`src/rtl/core/trm_pkg.sv`:
```
`timescale 1ns / 1ps
// ----------------------------------------------------------------------------
// Tiny register machine package
// Shared constants, opcode and phase types, and the per-beat result record.
// ----------------------------------------------------------------------------
package trm_pkg;

    // Size of the register file and the width of an index into it.
    localparam int unsigned NUM_REGS = 4;
    localparam int unsigned IDX_W    = $clog2(NUM_REGS);

    // Register count as a byte, for range checks on operand bytes.
    localparam logic [7:0] NUM_REGS_B = 8'(NUM_REGS);

    // Opcode bytes as they appear in the program stream.
    localparam logic [7:0] OP_HALT_B  = 8'h00;
    localparam logic [7:0] OP_LOAD_B  = 8'h01;
    localparam logic [7:0] OP_ADD_B   = 8'h02;
    localparam logic [7:0] OP_SUB_B   = 8'h03;
    localparam logic [7:0] OP_PRINT_B = 8'h04;

    // Opcode held while its operands are being collected.
    typedef enum logic [2:0] {
        OPC_HALT  = 3'd0,
        OPC_LOAD  = 3'd1,
        OPC_ADD   = 3'd2,
        OPC_SUB   = 3'd3,
        OPC_PRINT = 3'd4
    } opcode_t;

    // Decode phase: which byte of an instruction is expected next.
    typedef enum logic [1:0] {
        PH_OPCODE = 2'd0,
        PH_FIRST  = 2'd1,
        PH_SECOND = 2'd2
    } phase_t;

    // Everything reported for one program byte.
    typedef struct packed {
        logic [15:0] byte_address;
        logic        reg_written;
        logic [1:0]  written_index;
        logic [7:0]  written_value;
        logic        print_valid;
        logic [7:0]  print_value;
        logic        halted;
        logic        bad_register;
    } result_t;

endpackage

```
`src/rtl/core/trm_if.sv`:
```
`timescale 1ns / 1ps
// ----------------------------------------------------------------------------
// Tiny register machine channels
// Valid/ready channels for program bytes in and per-byte results out.
// ----------------------------------------------------------------------------
interface trm_in_if;
    logic       valid;
    logic       ready;
    logic [7:0] instr_byte;

    modport source (output valid, output instr_byte, input ready);
    modport sink   (input valid, input instr_byte, output ready);
endinterface

interface trm_out_if;
    logic        valid;
    logic        ready;
    logic [15:0] byte_address;
    logic        reg_written;
    logic [1:0]  written_index;
    logic [7:0]  written_value;
    logic        print_valid;
    logic [7:0]  print_value;
    logic        halted;
    logic        bad_register;

    modport source (
        output valid, output byte_address, output reg_written, output written_index,
        output written_value, output print_valid, output print_value, output halted,
        output bad_register, input ready
    );
    modport sink (
        input valid, input byte_address, input reg_written, input written_index,
        input written_value, input print_valid, input print_value, input halted,
        input bad_register, output ready
    );
endinterface

```
`src/rtl/core/trm_exec.sv`:
```
`timescale 1ns / 1ps
// ----------------------------------------------------------------------------
// Tiny register machine execute unit
// Decode state, register file and the single-pass byte execution logic.
// ----------------------------------------------------------------------------
module trm_exec (
    input  logic                clk,
    input  logic                rst_n,
    input  logic                accept,
    input  logic [7:0]          instr_byte,
    output trm_pkg::result_t    result
);

    trm_pkg::phase_t    phase_reg, phase_next;
    trm_pkg::opcode_t   pending_reg, pending_next;
    logic [7:0]         first_operand_reg, first_operand_next;
    logic [7:0]         dest_value_reg, dest_value_next;
    logic [15:0]        fetch_address_reg, fetch_address_next;
    logic               stopped_reg, stopped_next;
    logic [7:0]         reg_file_reg [trm_pkg::NUM_REGS];

    logic                       wr_en;
    logic [trm_pkg::IDX_W-1:0]  wr_idx;
    logic [7:0]                 wr_val;

    logic       has_operands;
    logic       src_ok;
    logic       dst_ok;
    logic [7:0] rd_val;

    // One read port, addressed by the incoming byte. The destination value is
    // captured when the first operand arrives, so the second operand only
    // needs this port for the source register.
    assign rd_val = reg_file_reg[instr_byte[trm_pkg::IDX_W-1:0]];
    assign src_ok = instr_byte < trm_pkg::NUM_REGS_B;
    assign dst_ok = first_operand_reg < trm_pkg::NUM_REGS_B;
    assign wr_idx = first_operand_reg[trm_pkg::IDX_W-1:0];

    always_comb
    begin
        unique case (instr_byte) inside
            trm_pkg::OP_LOAD_B, trm_pkg::OP_ADD_B, trm_pkg::OP_SUB_B, trm_pkg::OP_PRINT_B:
                has_operands = 1'b1;
            default:
                has_operands = 1'b0;
        endcase
    end

    // Next phase.
    always_comb
    begin
        phase_next = phase_reg;
        if (!stopped_reg)
        begin
            unique case (phase_reg)
                trm_pkg::PH_FIRST:
                    phase_next = (pending_reg == trm_pkg::OPC_PRINT) ? trm_pkg::PH_OPCODE
                                                                      : trm_pkg::PH_SECOND;
                trm_pkg::PH_SECOND:
                    phase_next = trm_pkg::PH_OPCODE;
                default:
                    // Expecting an opcode; the unused phase code behaves the same.
                    phase_next = has_operands ? trm_pkg::PH_FIRST : trm_pkg::PH_OPCODE;
            endcase
        end
    end

    // Datapath and result for the current byte.
    always_comb
    begin
        result               = '0;
        result.byte_address  = fetch_address_reg;
        result.halted        = stopped_reg;
        wr_en                = 1'b0;
        wr_val               = instr_byte;
        stopped_next         = stopped_reg;
        pending_next         = pending_reg;
        first_operand_next   = first_operand_reg;
        dest_value_next      = dest_value_reg;
        fetch_address_next   = fetch_address_reg;

        if (!stopped_reg)
        begin
            fetch_address_next = fetch_address_reg + 16'd1;
            unique case (phase_reg)
                trm_pkg::PH_FIRST:
                begin
                    if (pending_reg == trm_pkg::OPC_PRINT)
                    begin
                        if (src_ok)
                        begin
                            result.print_valid = 1'b1;
                            result.print_value = rd_val;
                        end
                        else
                        begin
                            result.bad_register = 1'b1;
                        end
                    end
                    else
                    begin
                        first_operand_next = instr_byte;
                        dest_value_next    = rd_val;
                    end
                end
                trm_pkg::PH_SECOND:
                begin
                    if (pending_reg == trm_pkg::OPC_LOAD)
                    begin
                        wr_en  = dst_ok;
                        wr_val = instr_byte;
                    end
                    else
                    begin
                        wr_en  = dst_ok && src_ok;
                        wr_val = (pending_reg == trm_pkg::OPC_ADD) ? dest_value_reg + rd_val
                                                                    : dest_value_reg - rd_val;
                    end
                    result.reg_written   = wr_en;
                    result.bad_register  = !wr_en;
                    result.written_index = wr_en ? first_operand_reg[1:0] : 2'd0;
                    result.written_value = wr_en ? wr_val : 8'd0;
                end
                default:
                begin
                    if (instr_byte == trm_pkg::OP_HALT_B)
                    begin
                        stopped_next  = 1'b1;
                        result.halted = 1'b1;
                    end
                    else if (has_operands)
                    begin
                        pending_next = trm_pkg::opcode_t'(instr_byte[2:0]);
                    end
                end
            endcase
        end
    end

    always_ff @(posedge clk or negedge rst_n)
    begin
        if (!rst_n)
        begin
            phase_reg         <= trm_pkg::PH_OPCODE;
            pending_reg       <= trm_pkg::OPC_HALT;
            first_operand_reg <= 8'd0;
            dest_value_reg    <= 8'd0;
            fetch_address_reg <= 16'd0;
            stopped_reg       <= 1'b0;
            for (int i = 0; i < trm_pkg::NUM_REGS; i++)
            begin
                reg_file_reg[i] <= 8'd0;
            end
        end
        else if (accept)
        begin
            phase_reg         <= phase_next;
            pending_reg       <= pending_next;
            first_operand_reg <= first_operand_next;
            dest_value_reg    <= dest_value_next;
            fetch_address_reg <= fetch_address_next;
            stopped_reg       <= stopped_next;
            if (wr_en)
            begin
                reg_file_reg[wr_idx] <= wr_val;
            end
        end
    end

    // Once halted, the core stays halted and its address stays frozen.
    assert property (@(posedge clk) disable iff (!rst_n)
        stopped_reg |=> stopped_reg)
        else $error("core left the halted state without reset");

    assert property (@(posedge clk) disable iff (!rst_n)
        stopped_reg |=> $stable(fetch_address_reg))
        else $error("fetch address moved while halted");

    // A running core advances its address by one for every accepted beat.
    assert property (@(posedge clk) disable iff (!rst_n)
        (accept && !stopped_reg) |=> fetch_address_reg == 16'($past(fetch_address_reg) + 16'd1))
        else $error("fetch address did not advance by one");

    // A byte completes at most one of write, print or bad-register report.
    assert property (@(posedge clk) disable iff (!rst_n)
        accept |-> $onehot0({result.reg_written, result.print_valid, result.bad_register}))
        else $error("conflicting completion flags on one byte");

endmodule

```
`src/rtl/core/trm_out_stage.sv`:
```
`timescale 1ns / 1ps
// ----------------------------------------------------------------------------
// Tiny register machine output stage
// Result register that holds one beat while the receiver stalls.
// ----------------------------------------------------------------------------
module trm_out_stage (
    input  logic                clk,
    input  logic                rst_n,
    input  logic                load,
    input  trm_pkg::result_t    result,
    output logic                can_accept,
    trm_out_if.source           rsp
);

    logic               valid_reg, valid_next;
    trm_pkg::result_t   data_reg;

    // The register frees up in the same cycle its beat is taken.
    assign can_accept = !valid_reg || rsp.ready;

    always_comb
    begin
        valid_next = valid_reg;
        if (load)
        begin
            valid_next = 1'b1;
        end
        else if (rsp.ready)
        begin
            valid_next = 1'b0;
        end
    end

    always_ff @(posedge clk or negedge rst_n)
    begin
        if (!rst_n)
        begin
            valid_reg <= 1'b0;
        end
        else
        begin
            valid_reg <= valid_next;
        end
    end

    always_ff @(posedge clk)
    begin
        if (load)
        begin
            data_reg <= result;
        end
    end

    assign rsp.valid         = valid_reg;
    assign rsp.byte_address  = data_reg.byte_address;
    assign rsp.reg_written   = data_reg.reg_written;
    assign rsp.written_index = data_reg.written_index;
    assign rsp.written_value = data_reg.written_value;
    assign rsp.print_valid   = data_reg.print_valid;
    assign rsp.print_value   = data_reg.print_value;
    assign rsp.halted        = data_reg.halted;
    assign rsp.bad_register  = data_reg.bad_register;

    // A loaded beat is presented in the next cycle.
    assert property (@(posedge clk) disable iff (!rst_n)
        load |=> valid_reg)
        else $error("loaded result not presented");

    // A pending beat is only replaced when the receiver has taken it.
    assert property (@(posedge clk) disable iff (!rst_n)
        (valid_reg && !rsp.ready) |-> !load)
        else $error("pending result overwritten");

    // A stalled beat keeps its contents.
    assert property (@(posedge clk) disable iff (!rst_n)
        (valid_reg && !rsp.ready) |=> $stable(data_reg))
        else $error("stalled result changed");

endmodule

```
`src/rtl/core/tiny_register_machine_core.sv`:
```
`timescale 1ns / 1ps
// ----------------------------------------------------------------------------
// Tiny register machine core
// Executes a byte-serial program stream and reports one result per byte.
// ----------------------------------------------------------------------------
// The instr channel carries the program one byte per beat, in fetch order
// from address zero. Every accepted byte produces exactly one beat on the
// result channel: the address the byte occupied, any register write it
// completed, any print it completed, the halted flag and an out-of-range
// register flag.
// Each byte is decoded and executed in the cycle it is accepted, against the
// decode state and the register file; the result lands in an output register
// and appears on the result channel in the cycle after acceptance. With the
// receiver ready, throughput is one byte per cycle. The result register is
// the only buffer: instr.ready is high whenever it is empty or being drained
// in the same cycle, so a stalled receiver holds back new bytes after one
// beat. Reset clears the decode phase, the pending opcode, all registers,
// the byte address and the halted flag. After a halt byte the core only
// reports the frozen address with halted set, until the next reset.
// ----------------------------------------------------------------------------
module tiny_register_machine_core (
    input  logic        clk,
    input  logic        rst_n,
    trm_in_if.sink      instr,
    trm_out_if.source   result
);

    // Decoded result of the byte currently on the input channel.
    trm_pkg::result_t   exec_result;

    // The output stage can take a new beat this cycle.
    logic               can_accept;

    // A program byte is consumed on this edge.
    logic               accept;

    assign instr.ready = can_accept;
    assign accept      = instr.valid && can_accept;

    // Decode state, register file and per-byte execution.
    trm_exec u_exec (
        .clk        (clk),
        .rst_n      (rst_n),
        .accept     (accept),
        .instr_byte (instr.instr_byte),
        .result     (exec_result)
    );

    // Result register toward the receiver.
    trm_out_stage u_out_stage (
        .clk        (clk),
        .rst_n      (rst_n),
        .load       (accept),
        .result     (exec_result),
        .can_accept (can_accept),
        .rsp        (result)
    );

endmodule

```
`src/flat_wrapper.sv`:
```
// flat-port wrapper written by rule: the top's interface ports become plain ports
module tiny_register_machine_core_flat 
  (clk, rst_n, instr_valid, instr_instr_byte, instr_ready, result_valid, result_byte_address, result_reg_written, result_written_index, result_written_value, result_print_valid, result_print_value, result_halted, result_bad_register, result_ready);
  trm_in_if instr_i ();
  trm_out_if result_i ();
  input  logic clk;
  input  logic rst_n;
  input wire logic [$bits(instr_i.valid)-1:0] instr_valid;
  input wire logic [$bits(instr_i.instr_byte)-1:0] instr_instr_byte;
  output wire logic [$bits(instr_i.ready)-1:0] instr_ready;
  output wire logic [$bits(result_i.valid)-1:0] result_valid;
  output wire logic [$bits(result_i.byte_address)-1:0] result_byte_address;
  output wire logic [$bits(result_i.reg_written)-1:0] result_reg_written;
  output wire logic [$bits(result_i.written_index)-1:0] result_written_index;
  output wire logic [$bits(result_i.written_value)-1:0] result_written_value;
  output wire logic [$bits(result_i.print_valid)-1:0] result_print_valid;
  output wire logic [$bits(result_i.print_value)-1:0] result_print_value;
  output wire logic [$bits(result_i.halted)-1:0] result_halted;
  output wire logic [$bits(result_i.bad_register)-1:0] result_bad_register;
  input wire logic [$bits(result_i.ready)-1:0] result_ready;
  assign instr_i.valid = instr_valid;
  assign instr_i.instr_byte = instr_instr_byte;
  assign instr_ready = instr_i.ready;
  assign result_valid = result_i.valid;
  assign result_byte_address = result_i.byte_address;
  assign result_reg_written = result_i.reg_written;
  assign result_written_index = result_i.written_index;
  assign result_written_value = result_i.written_value;
  assign result_print_valid = result_i.print_valid;
  assign result_print_value = result_i.print_value;
  assign result_halted = result_i.halted;
  assign result_bad_register = result_i.bad_register;
  assign result_i.ready = result_ready;
  tiny_register_machine_core u_core (.clk(clk), .rst_n(rst_n), .instr(instr_i), .result(result_i));
endmodule
```
`config.mk`:
```
export PLATFORM = sky130hd
export DESIGN_NAME = tiny_register_machine_core_flat
export DESIGN_NICKNAME = d
export VERILOG_FILES = /design/src/rtl/core/trm_pkg.sv /design/src/rtl/core/trm_if.sv /design/src/rtl/core/trm_exec.sv /design/src/rtl/core/trm_out_stage.sv /design/src/rtl/core/tiny_register_machine_core.sv /design/src/flat_wrapper.sv
export SDC_FILE = /design/constraint.sdc
export NUM_CORES = 1
export LEC_CHECK = 0
export BUFFER_PORTS_ARGS = -buffer_cell sky130_fd_sc_hd__buf_2
export CAP_MARGIN = 25
export CORE_ASPECT_RATIO = 1.25
export CORE_MARGIN = 8
export CORE_UTILIZATION = 40
export CTS_CLUSTER_DIAMETER = 40
export DETAILED_ROUTE_END_ITERATION = 6
export PLACE_DENSITY = 0.61
export SYNTH_ARGS = -nofsm -noshare
export SYNTH_HDL_FRONTEND = slang
export SYNTH_SLANG_ARGS = --single-unit
```
`constraint.sdc`:
```
create_clock -name clk -period 4.8 [get_ports clk]
set_clock_uncertainty 0.2 [all_clocks]
set_input_delay 0.24 -clock clk [delete_from_list [all_inputs] [get_ports clk]]
set_output_delay 0.24 -clock clk [all_outputs]
set_load 0.005 [all_outputs]
```
==> results of run 1 <==
Yosys cell counts, types with 3 or more instances:
cell,n
dfrtp_1,71
nand2_1,64
mux2_2,41
edfxtp_1,38
xnor2_1,18
nor2_1,17
a21oi_1,13
ha_1,13
inv_1,13
clkbuf_1,10
o21ai_0,9
xor2_1,9
nand3_1,8
nand4_1,6
and2_1,5
and3_1,5
mux4_1,5
nor3_1,5
mux2i_1,4
nor4_1,4
o21a_1,4
or4_1,3
metal layers:
layer,share of wire,GRT usage,routed length [um]
met1,0.44,0.156,4640
met5,0,0,0
met2,0.49,0.230,5200
met3,0.052,0.0310,560
met4,0.025,0.0689,267
kinds of logic after synthesis:
group                      count (synthesis)  synth area share
muxes                                     54             0.138
AOI/OAI and AO/OA                         36            0.0458
adders and majority gates                 14            0.0357
and+or+nand+nor                          136             0.137
DFF                                      109             0.571
xor gates and xnor gates                  27            0.0463
buffers and inverters                     28            0.0267
where the power goes:
group / internal, mW / switching (mW)
clock: 0.449 / 0.314
sequential: 1.04 / 0.0559
combinational: 0.0738 / 0.0980
worst reg2reg max path, delay by kind of cell, from the launching register on:
family | cells | cell delay, ps
flip-flops | 1 | 380
AND/OR/NAND/NOR | 4 | 1190
AO/OA/AOI/OAI | 2 | 470
XOR/XNOR | 2 | 300
adder cells (fa/ha/maj) | 1 | 240
multiplexers | 2 | 850
placed cells by master, fill, tap and decap left out, types with 3 or more instances in the layout:
| master | count |
|---|---|
| a21oi_1 | 13 |
| and2_1 | 5 |
| and3_1 | 5 |
| buf_2 | 51 |
| buf_4 | 3 |
| clkbuf_16 | 10 |
| dfrtp_1 | 71 |
| dlygate4sd3_1 | 7 |
| edfxtp_1 | 38 |
| ha_1 | 13 |
| inv_1 | 13 |
| mux2_2 | 41 |
| mux2i_1 | 4 |
| mux4_1 | 5 |
| nand2_1 | 64 |
| nand3_1 | 8 |
| nand4_1 | 6 |
| nor2_1 | 17 |
| nor3_1 | 5 |
| nor4_1 | 4 |
| o21a_1 | 4 |
| o21ai_0 | 9 |
| or4_1 | 3 |
| xnor2_1 | 18 |
| xor2_1 | 9 |
stage by stage:
step | hold slack, ps | power [mW] | std cells
floorplan | -256 | 1.20 | 404
global placement | 94.9 | 1.27 | 611
detailed placement | 113 | 1.28 | 611
CTS | 0.0496 | 2.05 | 634
global route | 23.5 | 2.11 | 634
finish | 9.85 | 2.03 | 634
path summary, 6_finish.rpt:
kind	cells after the start	end	slack, ps	start
max in group asynchronous	3	u_core.u_exec.fetch_address_reg[3]	3120	rst_n
setup / recovery	11	u_core.u_exec.reg_file_reg[7]	1070	u_core.u_exec.reg_file_reg[2]
hold / removal	3	u_core.u_exec.first_operand_reg[2]	10	instr_instr_byte[2]
setup reg to reg	11	u_core.u_exec.reg_file_reg[7]	1070	u_core.u_exec.reg_file_reg[2]
hold reg to reg	0	u_core.u_out_stage.rsp.byte_address[15]	270	u_core.u_exec.fetch_address_reg[15]
min in group asynchronous	2	u_core.u_exec.reg_file_reg[30]	270	rst_n
final cells by class:
class,count,share of cell area
clock buffer,13,0.0461
clock inverter,3,0.00700
sequential,109,0.495
multi-input combinational,267,0.349
timing repair buffer,61,0.0590
inverter,13,0.00828
tap,168,0.0357
==> results.md, run 1 <==
* Arr. time, crit path at 3760 ps
* TritonCTS clock tree: yes
* Maxcap violations at 0
* Largest area contributor in the netlist: dfrtp_1
* Row count at 46
* Setup violators final at 0
* Later-pin clock latency in the skew report at 350 ps
* Top Ports at 52
* DIE AREA at 0.0167 mm^2
* Layout cell share with drive strength beyond 1 at 0.264
* Multi-input gate area at 0.00206 mm^2
* N_diodes at 0
* Final core occ at 0.468
* Fmax at 268 MHz
* Fin area at 0.00590 mm^2
* Initial antenna violation count at 0
* Syn nets at 430
* Clk root buf: clkbuf_16
* Avg Cell Area, Syn at 12.7 um^2
* Yosys warnings at 0
* Synth top area cells: dfrtp_1, edfxtp_1, mux2_2
* Vias per inst at 5.09
* Yosys top cell area share at 0.348
* Static leakage at 2.67 nW
* Die H at 142 um
* Register area at 0.00292 mm^2
* Filler cells at 1135
* Max clock buf depth at 2
* Final Cycle Share at 0.778
* Buffers & Inverters on Critical Path at 0
* Overall Global Routing Usage at 0.136
* Synth Instances at 404
* Hpwl dp at 7670 um
* Crit. End Element: flip-flop
* Critical path's largest stage delay at 560 ps
* Async SR Flop Fraction at 0.651
* TritonRoute pass-1 iters at 5
* Core Area at 0.0126 mm^2
* Pwr dens at 344 mW/mm^2
* CTS sink cnt at 109
* Post-synth EDFFs at 38
* Placer Congestion at 0.878
* Area grow syn2layout at 15.3%
* WS Path Type: reg -> reg
* Clock transition at path regs at 70 ps
* CP top delay family: simple AND/OR/NAND/NOR gates
* Number of hold violations in the final report at 0
* Die X at 117 um
* Final worst slack at 1070 ps
* Min cycle time layout at 3730 ps
* Cts hold-fix bufs at 7
* Initial core utilization at 0.406
* DR vias at 3226
* Slew headroom at 0.375
* GRT overflow at 0
* H-tree depth at 3
* Crit path top cell by count: xnor2_1
* WL/cell at 16.8 um
* Post-synthesis sequential area ratio at 0.571
* Critical-path maximum fanout at 6
* Tightest Pin Transition at 934 ps
* Worst Hold Class: in -> reg
* Max VDD drop at 0.204 mV
* TritonCTS buffer count at 9
* Pre-CTS worst setup slack at 776 ps
* CTS-repair resized insts at 0
* Largest net degree at the start of global routing at 43
* Vias in the first global route at 3372
* Setup TNS at 0 ps
* Final Max Slew Viols at 0
* Req. time, crit path at 4830 ps
* Post-route ant nets at 0
* Post-layout net count at 487
* Port Buffers at 51
* Startpoint class of the critical path: flip-flop
* Slowest stage cell, crit path: mux4_2
* Top FF cell, synth: dfrtp_1
* Placement-stage cell area at 0.00551 mm^2
* DRT iter0 DRCs at 130
* Post-route DRC at 0
* Distinct cells, synth at 52
* Drt total wl at 10700 um
* Seq cells post-synth at 109
* Number of flip-flops in the largest register at 32
* Post-CTS Setup Inserts at 0
* Status: completed
* RSZ-0062 raised after global routing: false
* Global-route wire length before repair at 17100 um
* Worst path cell trace: mux4_2, or3_4, o21ai_0, xnor2_1, ha_1, or4_1, o21a_1, xnor2_1, nand3_1, nand4_2, mux2_2
* Post-Synthesis Cell Area at 0.00511 mm^2
Note: power is estimated with default switching activity, not from simulation.
==> run 2: changes to the inputs <==
PLACE_DENSITY = 0.63   (was 0.61)
clock period = 3.4 ns   (was 4.8 ns; I/O delays follow)
==> run 2 against run 1 <==
  * Setup slack got worse by 1200 ps
  * Final area increased by 6.0%
  * Via count increased by 5.2%
  * Die area unchanged
  * First-iteration DRC count increased by 41%
  * Power increased by 34%
  * Sequential cell count unchanged
  * The flow now finishes with violations (negative setup slack)
  * Clock-buffer cell count unchanged
  * Sequential share of layout area decreased by 2.8 points
==> results.md, run 2 (same netlist as run 1, synthesis figures left out) <==
* Status: finished with violations (was completed)
* Failing checks: negative setup slack
* TritonCTS buffer count at 9 (unchanged)
* Row count at 46 (unchanged)
* Critical path's largest stage delay at 530 ps (was 560 ps)
* Hpwl dp at 8250 um (was 7670 um)
* Setup violators final at 6 (was 0)
* Post-layout net count at 523 (was 487)
* Critical-path maximum fanout at 4 (was 6)
* Core Area at 0.0126 mm^2 (unchanged)
* R2R cell count at 12 (was 11)
* Non-Filler Instances at 670 (was 634)
* Req. time, crit path at 3430 ps (was 4830 ps)
* Crit path top cell by count: xnor2_2 (was xnor2_1)
* Vias per inst at 5.07 (was 5.09)
* Final worst slack at -167 ps (was 1070 ps)
* DR vias at 3395 (was 3226)
* Later-pin clock latency in the skew report at 340 ps (was 350 ps)
* Area grow syn2layout at 22.3% (was 15.3%)
* Global-route wire length before repair at 18000 um (was 17100 um)
* Most common cell after layout, fill and taps aside: dfrtp_1 (unchanged)
* CTS sink cnt at 109 (unchanged)
* Reg2reg end: u_core.u_exec.reg_file_reg[7] (unchanged)
* Fin area at 0.00625 mm^2 (was 0.00590 mm^2)
* DRT iter0 DRCs at 183 (was 130)
* Max clock buf depth at 2 (unchanged)
* Layout cell share with drive strength beyond 1 at 0.359 (was 0.264)
* GRT overflow at 0 (unchanged)
* Initial antenna violation count at 0 (unchanged)
* Most frequent cells in the layout: dfrtp_1, nand2_1, buf_2 (unchanged)
* Die X at 117 um (unchanged)
* Startpoint class of the critical path: flip-flop (unchanged)
* TritonCTS clock tree: yes (unchanged)
* Min cycle time layout at 3570 ps (was 3730 ps)
* DIE AREA at 0.0167 mm^2 (unchanged)
* Initial core utilization at 0.406 (unchanged)
* Worst path cell trace: mux4_2, buf_6, or3_4, o21ai_4, xnor2_2, ha_2, or4_4, o21a_4, xnor2_2, nand3_1, nand4_2, mux2_4 (was mux4_2, or3_4, o21ai_0, xnor2_1, ha_1, or4_1, o21a_1, xnor2_1, nand3_1, nand4_2, mux2_2)
* Pre-CTS worst setup slack at -238 ps (was 776 ps)
* Placer Congestion at 0.848 (was 0.878)
* Post-route DRC at 0 (unchanged)
* Static leakage at 2.85 nW (was 2.67 nW)
* Post-Place Cells at 641 (was 611)
* WS Path Type: reg -> reg (unchanged)
* Worst Setup SP: u_core.u_exec.reg_file_reg[0] (was u_core.u_exec.reg_file_reg[2])
* WL/cell at 16.7 um (was 16.8 um)
* Filler cells at 1103 (was 1135)
* Top Ports at 52 (unchanged)
* Maxcap violations at 0 (unchanged)
* Arr. time, crit path at 3590 ps (was 3760 ps)
* Die H at 142 um (unchanged)
* TritonRoute pass-1 iters at 4 (was 5)
* Max VDD drop at 0.198 mV (was 0.204 mV)
* Clock transition at path regs at 70 ps (about the same)
* Port Buffers at 51 (unchanged)
* Slew headroom at 0.494 (was 0.375)
* Setup TNS at -732 ps (was 0 ps)
* Final Max Slew Viols at 0 (unchanged)
* Drt total wl at 11200 um (was 10700 um)
* Vias in the first global route at 3527 (was 3372)
* Fmax at 280 MHz (was 268 MHz)
* H-tree depth at 3 (unchanged)
* N_diodes at 0 (unchanged)
* Number of hold violations in the final report at 0 (unchanged)
* Worst Hold Class: in -> async (was in -> reg)
* Post-route ant nets at 0 (unchanged)
* Final Cycle Share at 1.05 (was 0.778)
* Final core occ at 0.496 (was 0.468)
* Clk root buf: clkbuf_16 (unchanged)
* Number of flip-flops in the largest register at 32 (unchanged)
* Largest net degree at the start of global routing at 53 (was 43)
* Slowest stage cell, crit path: mux4_2 (unchanged)
* Pwr dens at 436 mW/mm^2 (was 344 mW/mm^2)
* RSZ-0062 raised after global routing: true (was false)
* Worst reg-to-reg setup slack at -170 ps (was 1070 ps)
* Overall Global Routing Usage at 0.140 (was 0.136)
* Placement-stage cell area at 0.00575 mm^2 (was 0.00551 mm^2)
* Crit. End Element: flip-flop (unchanged)
* Tightest Pin Transition at 756 ps (was 934 ps)
* Crit Reg-Reg Startpoint: u_core.u_exec.reg_file_reg[0] (was u_core.u_exec.reg_file_reg[2])
==> run 2: cell types whose count changed in the layout (fill, tap and decap cells not counted), moves of 4 or more <==
| cell | change |
|---|---|
| mux2_2 | -4 |
| a21oi_2 | +4 |
| mux2_4 | +4 |
| a21oi_1 | -4 |
| buf_4 | +32 |
==> run 2: through the flow <==
stage	hold WS (ps)	total power [mW]
2_1_floorplan	-326	1.70
3_3_place_gp	-56.3	1.80
3_5_place_dp	-52.9	1.82
4_1_cts	112	2.75
5_1_grt	137	2.85
6_report	98.3	2.73
==> run 2: timing repair <==
item / CTS / global route
endpoints found under the setup margin: 17 / 18
hold buffers: 9 / 0
hold endpoints to repair: 26 / 0
pin swaps: 10 / 9
buffers inserted: 3 / 1
resized for setup: 22 / 12
==> run 2: critical path, delay by kind of cell (launching register included) <==
kind,cells,cell delay [ps]
compound gates,2,380
xor+xnor,2,220
fa+ha+maj,1,190
buf+inv,1,140
flops,1,380
mux,2,830
simple gates,4,1110
==> run 2: final cells by class <==
cell class	count	area [um^2]	area share
clock buffers	13	240	0.0384
clock inverters	3	12.5	0.00200
inverters	13	48.8	0.00780
multi-input cells	267	2190	0.351
flip-flops and latches	109	2920	0.467
well taps	168	210	0.0336
repair buffers	97	631	0.101
==> run 2: worst max path at each step <==
stage,endpoint,slack (ps),cells after the start
3_5_place_dp,u_core.u_exec.reg_file_reg[7],-240,14
3_3_place_gp,u_core.u_exec.reg_file_reg[23],-160,14
4_1_cts,u_core.u_exec.reg_file_reg[7],-140,12
5_1_grt,u_core.u_exec.reg_file_reg[15],-250,12
6_report,u_core.u_exec.reg_file_reg[7],-170,12
2_1_floorplan,u_core.u_exec.reg_file_reg[15],10,13
==> run 2: metal layers <==
metal,vias up,track usage,wire length [um]
li1,1611,-,-
met3,18,0.0335,465
met4,0,0.0541,271
met2,76,0.242,5880
met5,-,0,0
met1,1690,0.163,4560
==> run 2: where the power goes <==
| part | internal [mW] | switching [mW] | leakage [nW] | total (mW) |
|---|---|---|---|---|
| registers | 1.47 | 0.0775 | 1.34 | 1.54 |
| logic | 0.115 | 0.143 | 1.39 | 0.258 |
| clock network | 0.492 | 0.434 | 0.123 | 0.926 |
| total | 2.07 | 0.654 | 2.85 | 2.73 |
